File: config.mk
export PLATFORM = sky130hd
export DESIGN_NAME = steer_torque_violation_monitor_flat
export DESIGN_NICKNAME = d
export VERILOG_FILES = /design/src/rtl/core/stvm_pkg.sv /design/src/rtl/core/stvm_if.sv /design/src/rtl/core/steer_torque_violation_monitor.sv /design/src/flat_wrapper.sv
export SDC_FILE = /design/constraint.sdc
export NUM_CORES = 2
export LEC_CHECK = 0
export BUFFER_PORTS_ARGS = -buffer_cell sky130_fd_sc_hd__buf_2
export CORE_MARGIN = 2
export CORE_UTILIZATION = 60
export CTS_CLUSTER_DIAMETER = 50
export DETAILED_ROUTE_END_ITERATION = 10
export GPL_ROUTABILITY_DRIVEN = 0
export PLACE_DENSITY_LB_ADDON = 0.05
export SLEW_MARGIN = 25
export SYNTH_ARGS = -nofsm -noshare
export SYNTH_HDL_FRONTEND = slang
export SYNTH_SLANG_ARGS = --single-unit
export TNS_END_PERCENT = 10
File: constraint.sdc
create_clock -name clk -period 10.7 [get_ports clk]
set_clock_uncertainty 0.1 [all_clocks]
set_input_delay 0 -clock clk [delete_from_list [all_inputs] [get_ports clk]]
set_output_delay 0 -clock clk [all_outputs]
set_load 0.005 [all_outputs]
File: src/rtl/core/stvm_pkg.sv
package stvm_pkg;

  localparam int unsigned CFG_IDX_W  = 3;
  localparam int unsigned CFG_DATA_W = 32;

  // configuration register indexes
  localparam logic [CFG_IDX_W-1:0] REG_EPS_FACTOR  = 3'd0;
  localparam logic [CFG_IDX_W-1:0] REG_MAX_TORQUE  = 3'd1;
  localparam logic [CFG_IDX_W-1:0] REG_RATE_UP     = 3'd2;
  localparam logic [CFG_IDX_W-1:0] REG_RATE_DOWN   = 3'd3;
  localparam logic [CFG_IDX_W-1:0] REG_ERR_MARGIN  = 3'd4;
  localparam logic [CFG_IDX_W-1:0] REG_RT_DELTA    = 3'd5;
  localparam logic [CFG_IDX_W-1:0] REG_RT_PERIOD   = 3'd6;
  localparam logic [CFG_IDX_W-1:0] REG_TIME_STEP   = 3'd7;

  // item kinds
  localparam logic FUNC_MEAS = 1'b0;
  localparam logic FUNC_CMD  = 1'b1;

  // register reset values
  localparam logic [7:0]  EPS_FACTOR_RST  = 8'd73;
  localparam logic [14:0] MAX_TORQUE_RST  = 15'd1500;
  localparam logic [14:0] RATE_UP_RST     = 15'd15;
  localparam logic [14:0] RATE_DOWN_RST   = 15'd25;
  localparam logic [14:0] ERR_MARGIN_RST  = 15'd350;
  localparam logic [14:0] RT_DELTA_RST    = 15'd450;
  localparam logic [31:0] RT_PERIOD_RST   = 32'd250000;
  localparam logic [31:0] TIME_STEP_RST   = 32'd10000;

  // scaled sample, window bounds and check arithmetic
  localparam int unsigned SAMPLE_W = 18;
  localparam int unsigned BOUND_W  = 19;
  localparam int unsigned CALC_W   = 20;
  localparam int unsigned PROD_W   = 25;
  localparam int unsigned MAG_W    = 23;

  // divide by 100: exact for magnitudes below 2^23
  localparam int unsigned RECIP_W   = 24;
  localparam logic [RECIP_W-1:0] DIV_RECIP = 24'd10737419;
  localparam int unsigned DIV_SHIFT = 30;

  typedef logic signed [SAMPLE_W-1:0] scaled_t;
  typedef logic signed [BOUND_W-1:0]  bound_t;
  typedef logic signed [CALC_W-1:0]   calc_t;

  typedef struct packed {
    logic               func;
    logic [15:0]        measured_raw;
    logic signed [15:0] cmd_torque;
    logic               ctrl_allowed;
  } item_t;

  typedef struct packed {
    logic violation;
    logic over_limit;
    logic rate_fail;
    logic realtime_fail;
  } result_t;

endpackage

File: src/rtl/core/stvm_if.sv
interface stvm_item_if;
  logic            valid;
  logic            ready;
  stvm_pkg::item_t data;

  modport source(output valid, output data, input ready);
  modport sink(input valid, input data, output ready);
endinterface

interface stvm_result_if;
  logic              valid;
  logic              ready;
  stvm_pkg::result_t data;

  modport source(output valid, output data, input ready);
  modport sink(input valid, input data, output ready);
endinterface

File: src/rtl/core/steer_torque_violation_monitor.sv
// Path: a command beat passes the input register, the scale multiply and the
// divide-by-100 multiply registers, then the checks into the result register.
// Throughput: one beat per cycle unless stalled; measurement beats produce no result.
// The pipeline stalls only when the result register is full and not taken.
// Reset (synchronous): registers return to defaults, window and history clear.
module steer_torque_violation_monitor #(
  parameter int unsigned WINDOW_DEPTH = 6
) (
  input  logic                             clk,
  input  logic                             rst,
  input  logic                             cfg_we,
  input  logic [stvm_pkg::CFG_IDX_W-1:0]   cfg_index,
  input  logic [stvm_pkg::CFG_DATA_W-1:0]  cfg_data,
  stvm_item_if.sink                        item,
  stvm_result_if.source                    result
);
  import stvm_pkg::*;

  localparam int unsigned TREE_LEVELS = $clog2(WINDOW_DEPTH);
  localparam int unsigned TREE_SPAN   = 1 << TREE_LEVELS;
  localparam int unsigned QUO_W       = MAG_W + RECIP_W;

  function automatic calc_t cmin(input calc_t a, input calc_t b);
    return (a < b) ? a : b;
  endfunction

  function automatic calc_t cmax(input calc_t a, input calc_t b);
    return (a > b) ? a : b;
  endfunction

  // configuration
  logic [7:0]  eps_factor;
  logic [14:0] max_torque;
  logic [14:0] rate_up;
  logic [14:0] rate_down;
  logic [14:0] err_margin;
  logic [14:0] rt_delta;
  logic [31:0] rt_period;
  logic [31:0] time_step;

  // pipeline
  logic               s0_valid;
  item_t              s0_item;
  logic               s1_valid;
  logic               s1_func;
  logic signed [15:0] s1_desired;
  logic               s1_allowed;
  logic               s1_neg;
  logic [MAG_W-1:0]   s1_mag;
  logic               s2_valid;
  logic               s2_func;
  logic signed [15:0] s2_desired;
  logic               s2_allowed;
  scaled_t            s2_sample;
  logic               res_valid;
  result_t            res_data;

  // monitor state
  scaled_t            win [WINDOW_DEPTH];
  bound_t             meas_low;
  bound_t             meas_high;
  logic signed [15:0] last_command;
  logic signed [15:0] rt_reference;
  logic [31:0]        rt_elapsed;

  // flow control
  logic x_meas, x_cmd, out_free, s2_go, s2_open, s1_open, s0_open;

  assign x_meas   = s2_valid && (s2_func == FUNC_MEAS);
  assign x_cmd    = s2_valid && (s2_func == FUNC_CMD);
  assign out_free = !res_valid || result.ready;
  assign s2_go    = x_meas || (x_cmd && out_free);
  assign s2_open  = !s2_valid || s2_go;
  assign s1_open  = !s1_valid || s2_open;
  assign s0_open  = !s0_valid || s1_open;

  assign item.ready   = s0_open;
  assign result.valid = res_valid;
  assign result.data  = res_data;

  // scale: signed raw times factor, kept as sign and magnitude
  logic signed [PROD_W-1:0] prod;
  logic signed [PROD_W-1:0] prod_abs;

  always_comb begin
    prod     = PROD_W'(signed'(s0_item.measured_raw)) * PROD_W'(signed'({1'b0, eps_factor}));
    prod_abs = prod[PROD_W-1] ? -prod : prod;
  end

  // divide by 100 through the reciprocal, truncating toward zero
  logic [QUO_W-1:0]    quo_full;
  logic [SAMPLE_W-2:0] quo_mag;
  scaled_t             quo_signed;

  always_comb begin
    quo_full   = QUO_W'(s1_mag) * QUO_W'(DIV_RECIP);
    quo_mag    = quo_full[DIV_SHIFT +: SAMPLE_W-1];
    quo_signed = s1_neg ? -scaled_t'({1'b0, quo_mag}) : scaled_t'({1'b0, quo_mag});
  end

  // shifted window and its bounds through a min/max tree
  scaled_t win_shift [WINDOW_DEPTH];
  scaled_t lo_tree [TREE_SPAN];
  scaled_t hi_tree [TREE_SPAN];

  always_comb begin
    win_shift[0] = s2_sample;
    for (int k = 1; k < WINDOW_DEPTH; k++) begin
      win_shift[k] = win[k-1];
    end
    for (int i = 0; i < TREE_SPAN; i++) begin
      lo_tree[i] = win_shift[(i < WINDOW_DEPTH) ? i : 0];
      hi_tree[i] = win_shift[(i < WINDOW_DEPTH) ? i : 0];
    end
    for (int l = 0; l < TREE_LEVELS; l++) begin
      for (int i = 0; i < TREE_SPAN / 2; i++) begin
        if (i < (TREE_SPAN >> (l + 1))) begin
          lo_tree[i] = (lo_tree[2*i] < lo_tree[2*i+1]) ? lo_tree[2*i] : lo_tree[2*i+1];
          hi_tree[i] = (hi_tree[2*i] > hi_tree[2*i+1]) ? hi_tree[2*i] : hi_tree[2*i+1];
        end
      end
    end
  end

  // command checks
  calc_t       val, lc, rr, lim, hi_rl, lo_rl, hi_lim, lo_lim;
  logic        chk_over, chk_rate, chk_rt, viol, refresh;
  logic [31:0] elapsed_step;
  result_t     res_next;

  always_comb begin
    val    = calc_t'(s2_desired);
    lc     = calc_t'(last_command);
    rr     = calc_t'(rt_reference);
    lim    = calc_t'(max_torque);
    hi_rl  = cmax(lc, '0) + calc_t'(rate_up);
    lo_rl  = cmin(lc, '0) - calc_t'(rate_up);
    hi_lim = cmin(hi_rl, cmax(lc - calc_t'(rate_down),
                              cmax(calc_t'(meas_high), '0) + calc_t'(err_margin)));
    lo_lim = cmax(lo_rl, cmin(lc + calc_t'(rate_down),
                              cmin(calc_t'(meas_low), '0) - calc_t'(err_margin)));

    chk_over = (val > lim) || (val < -lim);
    chk_rate = (val < lo_lim) || (val > hi_lim);
    chk_rt   = (val < cmin(rr, '0) - calc_t'(rt_delta)) ||
               (val > cmax(rr, '0) + calc_t'(rt_delta));

    elapsed_step = rt_elapsed + time_step;
    refresh      = elapsed_step > rt_period;

    if (s2_allowed) begin
      viol     = chk_over || chk_rate || chk_rt;
      res_next = '{violation: viol, over_limit: chk_over,
                   rate_fail: chk_rate, realtime_fail: chk_rt};
    end else begin
      viol     = (s2_desired != '0);
      res_next = '{violation: viol, over_limit: 1'b0,
                   rate_fail: 1'b0, realtime_fail: 1'b0};
    end
  end

  // control and state
  always_ff @(posedge clk) begin
    if (rst) begin
      eps_factor   <= EPS_FACTOR_RST;
      max_torque   <= MAX_TORQUE_RST;
      rate_up      <= RATE_UP_RST;
      rate_down    <= RATE_DOWN_RST;
      err_margin   <= ERR_MARGIN_RST;
      rt_delta     <= RT_DELTA_RST;
      rt_period    <= RT_PERIOD_RST;
      time_step    <= TIME_STEP_RST;
      s0_valid     <= 1'b0;
      s1_valid     <= 1'b0;
      s2_valid     <= 1'b0;
      res_valid    <= 1'b0;
      for (int k = 0; k < WINDOW_DEPTH; k++) begin
        win[k] <= '0;
      end
      meas_low     <= '0;
      meas_high    <= '0;
      last_command <= '0;
      rt_reference <= '0;
      rt_elapsed   <= '0;
    end else begin
      if (cfg_we) begin
        unique case (cfg_index)
          REG_EPS_FACTOR:  eps_factor  <= cfg_data[7:0];
          REG_MAX_TORQUE:  max_torque  <= cfg_data[14:0];
          REG_RATE_UP:     rate_up     <= cfg_data[14:0];
          REG_RATE_DOWN:   rate_down   <= cfg_data[14:0];
          REG_ERR_MARGIN:  err_margin  <= cfg_data[14:0];
          REG_RT_DELTA:    rt_delta    <= cfg_data[14:0];
          REG_RT_PERIOD:   rt_period   <= cfg_data;
          REG_TIME_STEP:   time_step   <= cfg_data;
        endcase
      end

      if (s0_open) s0_valid <= item.valid;
      if (s1_open) s1_valid <= s0_valid;
      if (s2_open) s2_valid <= s1_valid;

      if (s2_go && x_cmd) begin
        res_valid <= 1'b1;
      end else if (result.ready) begin
        res_valid <= 1'b0;
      end

      if (s2_go && x_meas) begin
        for (int k = 0; k < WINDOW_DEPTH; k++) begin
          win[k] <= win_shift[k];
        end
        meas_low  <= bound_t'(lo_tree[0]) - bound_t'(1);
        meas_high <= bound_t'(hi_tree[0]) + bound_t'(1);
      end

      if (s2_go && x_cmd) begin
        if (s2_allowed && !viol) begin
          last_command <= s2_desired;
          if (refresh) begin
            rt_reference <= s2_desired;
            rt_elapsed   <= '0;
          end else begin
            rt_elapsed   <= elapsed_step;
          end
        end else begin
          // drop the history and restart the interval
          last_command <= '0;
          rt_reference <= '0;
          rt_elapsed   <= '0;
        end
      end
    end
  end

  // payload
  always_ff @(posedge clk) begin
    if (s0_open) s0_item <= item.data;
    if (s1_open) begin
      s1_func    <= s0_item.func;
      s1_desired <= s0_item.cmd_torque;
      s1_allowed <= s0_item.ctrl_allowed;
      s1_neg     <= prod[PROD_W-1];
      s1_mag     <= prod_abs[MAG_W-1:0];
    end
    if (s2_open) begin
      s2_func    <= s1_func;
      s2_desired <= s1_desired;
      s2_allowed <= s1_allowed;
      s2_sample  <= quo_signed;
    end
    if (s2_go && x_cmd) res_data <= res_next;
  end

endmodule
File: src/flat_wrapper.sv
// flat-port wrapper written by rule: the top's interface ports become plain ports
module steer_torque_violation_monitor_flat import stvm_pkg::*;
#(
  parameter int unsigned WINDOW_DEPTH = 6
)
  (clk, rst, cfg_we, cfg_index, cfg_data, item_valid, item_data, item_ready, result_valid, result_data, result_ready);
  stvm_item_if item_i ();
  stvm_result_if result_i ();
  input  logic clk;
  input  logic rst;
  input  logic cfg_we;
  input  logic [stvm_pkg::CFG_IDX_W-1:0] cfg_index;
  input  logic [stvm_pkg::CFG_DATA_W-1:0] cfg_data;
  input wire logic [$bits(item_i.valid)-1:0] item_valid;
  input wire logic [$bits(item_i.data)-1:0] item_data;
  output wire logic [$bits(item_i.ready)-1:0] item_ready;
  output wire logic [$bits(result_i.valid)-1:0] result_valid;
  output wire logic [$bits(result_i.data)-1:0] result_data;
  input wire logic [$bits(result_i.ready)-1:0] result_ready;
  assign item_i.valid = item_valid;
  assign item_i.data = item_data;
  assign item_ready = item_i.ready;
  assign result_valid = result_i.valid;
  assign result_data = result_i.data;
  assign result_i.ready = result_ready;
  steer_torque_violation_monitor #(.WINDOW_DEPTH(WINDOW_DEPTH)) u_core (.clk(clk), .rst(rst), .cfg_we(cfg_we), .cfg_index(cfg_index), .cfg_data(cfg_data), .item(item_i), .result(result_i));
endmodule
==> metrics.cfg <==
[yosys]
ys_types=116
synth_top_family_by_area=adder cells
synth_warnings=0
synth_top_cell_by_area=ha_1
async_reset_ff_frac=0
synth_area_um2=51500
netlist_top_cells_area=ha_1, edfxtp_1, fa_1
synth_ff_type=dfxtp_1
synth-seq-cells=459
yosys.area_share.simple=0.162
synth-adder-area-share=0.320
synth-edff-count=206
ys_seq_area_frac=0.219
synth_mux_area_frac=0.0291
synth_compound_area_frac=0.160
avgSynthCellArea_um2=8.75
synthCells=5881
synth_top_cell_area_share=0.200
synth_xor_area_frac=0.0420

[setup_path]
path_max_fanout=12
end_kind=flip-flop
arrival_ps=10810
required_ps=11160
rr_startpoint=u_core.meas_high[15]$_SDFFE_PP0P_
slowest_stage=nor4_1
cpLargestDelayFamily=compound AO/OA/AOI/OAI gates
crit_buf_inv=7
crit_start=u_core.meas_high[15]$_SDFFE_PP0P_
critPathMaxStageDelay_ps=760
cp-start-kind=flip-flop
critical_path_class=flip-flop to flip-flop

[sta]
finalCritPeriodShare=0.968
whs_ps=36.5
max_clock_freq_mhz=96.5
min_period_ps=10360
slew_viol_final=0
slew-limit-headroom=0.349
hold_viol=0
rsz0062_at_grt=true
setup_viol=0
tightest_slew_ps=966

[die]
core_um2=85100
die-area_um2=88100
start_util=0.605
die_h_um=297
io_pins=80
rows=107
die_x_um=297

[global_routing]
grt_pass1_wl_um=239000
grt-ovfl-total=0
antenna_found_initial=1
grt_usage=0.344
grt_start_max_net_pins=73
grt_pass1_vias=42934

[worst_hold_path]
min-delay-start=item_data[0]
min_path_type=input pin to flip-flop

[clock_tree]
cts_tree=done
cts_buffers=70
clock_latency_ps=630
clock_path_buffers=3
cts.clk_slew.worst_paths_ps=60
htreeDepth=3
clockRootBuffer=clkbuf_16
numClockSinks=459

[cells_and_area]
drive_gt1_frac=0.0774
final_cells=7270
fin_nets=7273
syn_to_final_growth_pct=11.3

[detailed_routing]
ant_nets=0
wire_per_inst_um=21.1
viasPerCell=6.01
drt_iter0_drc=3956
post-route-drc-count=0
routed_wl_um=153000
drtPass1Iterations=8
vias=43722

[outcome]
status=finished, final reports clean

[placement]
place_hpwl_um=117000
dp.cells=7013
io_buffers=79

[run]
maxCapViolCount=0

-- final cells by class --
cell class	instances	area [µm²]
repair buffers	286	2320
clock buffers	81	1830
well taps	1144	1430
multi-input cells	4503	37100
clock inverters	48	528
inverters	748	2810
diodes	1	2.50
flip-flops and latches	459	11300
fillers	7214	27900
-- synthesized netlist by cell type, types with 41 or more instances --
| library cell | n |
|---|---|
| dfxtp_1 | 253 |
| nor3_1 | 89 |
| mux2i_1 | 102 |
| nand2_1 | 534 |
| nor2_1 | 389 |
| nand4_1 | 83 |
| ha_1 | 824 |
| o21ai_0 | 223 |
| a21o_1 | 153 |
| and2_1 | 188 |
| inv_1 | 746 |
| fa_1 | 307 |
| nor2b_1 | 84 |
| nand2b_1 | 41 |
| o211ai_1 | 59 |
| clkbuf_1 | 127 |
| o21a_1 | 63 |
| a21oi_1 | 424 |
| edfxtp_1 | 206 |
| xnor2_1 | 185 |
| xor2_1 | 60 |
| nand3_1 | 120 |
-- metal layers --
layer	routed length, µm	global-route usage	share of wire	vias up
li1	-	-	-	20815
met1	67000	0.473	0.44	20965
met2	68500	0.542	0.45	1575
met3	11600	0.0549	0.076	367
met4	6320	0.138	0.041	0
met5	0	0	0	-
-- cell families (layout without fill, tap and decap cells) --
family / count (synthesis) / in the layout
AND/OR/NAND/NOR: 1704 / 1704
other: 2 / 10
XOR/XNOR: 246 / 246
buffers and inverters: 926 / 1163
adder cells (fa/ha/maj): 1131 / 1131
multiplexers: 144 / 144
flip-flops: 459 / 459
AO/OA/AOI/OAI: 1269 / 1269
-- metrics by stage --
step                 util  worst slack [ps]  instance area [µm²]  setup TNS [ps]
floorplan               -              79.5                51500               0
global placement    0.626             -20.6                53300            -305
detailed placement  0.626              -188                53300           -5070
CTS                 0.667              55.9                56800               0
global route        0.673              -122                57300           -3660
finish              0.673               341                57300               0
-- path summary, 6_finish.rpt --
kind | end | slack [ps] | cells after the start
setup / recovery | u_core.rt_elapsed[28]$_SDFFE_PP0P_ | 340 | 53
setup reg to reg | u_core.rt_elapsed[28]$_SDFFE_PP0P_ | 340 | 53
hold / removal | u_core.s0_item[0]$_DFFE_PP_ | 40 | 2
hold reg to reg | u_core.s2_desired[14]$_DFFE_PP_ | 320 | 0
-- cell usage in the layout (no fill, tap or decap), drive strengths merged, types with 91 or more instances in the layout --
cell type    synthesis  layout
ha                 824     824
dlygate4sd3          0     106
a21o               153     153
and2               188     188
buf                 43     178
nor3                91      91
mux2i              102     102
edfxtp             206     206
nand3              121     121
dfxtp              253     253
xnor2              186     186
inv                747     767
o21ai              235     235
nor2               389     389
fa                 307     307
nand2              534     534
a21oi              427     427
-- state kept, by name, summed over array words and instances, names as in the netlist, 8 cells and up --
name and count:
u_core.s2_desired 16, u_core.last_command 16, u_core.s2_sample 18, u_core.max_torque 15, u_core.s1_desired 16, u_core.meas_high 19
u_core.rt_reference 16, u_core.s1_mag 23, u_core.rt_delta 15, u_core.eps_factor 8, u_core.rate_up 15, u_core.time_step 32
u_core.rate_down 15, u_core.win 90, u_core.rt_period 32, u_core.meas_low 19, u_core.err_margin 15, u_core.rt_elapsed 32
u_core.s0_item 34
-- worst register-to-register path, delay by kind of cell (launching register included) --
kind / cells / cell delay (ps)
buffers and inverters: 7 / 1000
adder cells (fa/ha/maj): 4 / 1220
multiplexers: 2 / 590
AND/OR/NAND/NOR: 17 / 3290
flip-flops: 1 / 320
AO/OA/AOI/OAI: 22 / 3590
XOR/XNOR: 1 / 170
-- what timing repair did --
item                       CTS  global route
pin swaps                    1            26
setup endpoints to repair   46            68
resized for setup            7            64
gates cloned                 0             3
buffers inserted             1            16
hold endpoints to repair   195             0
hold buffers               106             0
Power is not shown: default switching activity piles up to over one toggle a cycle in this logic, so the estimate is an artifact.
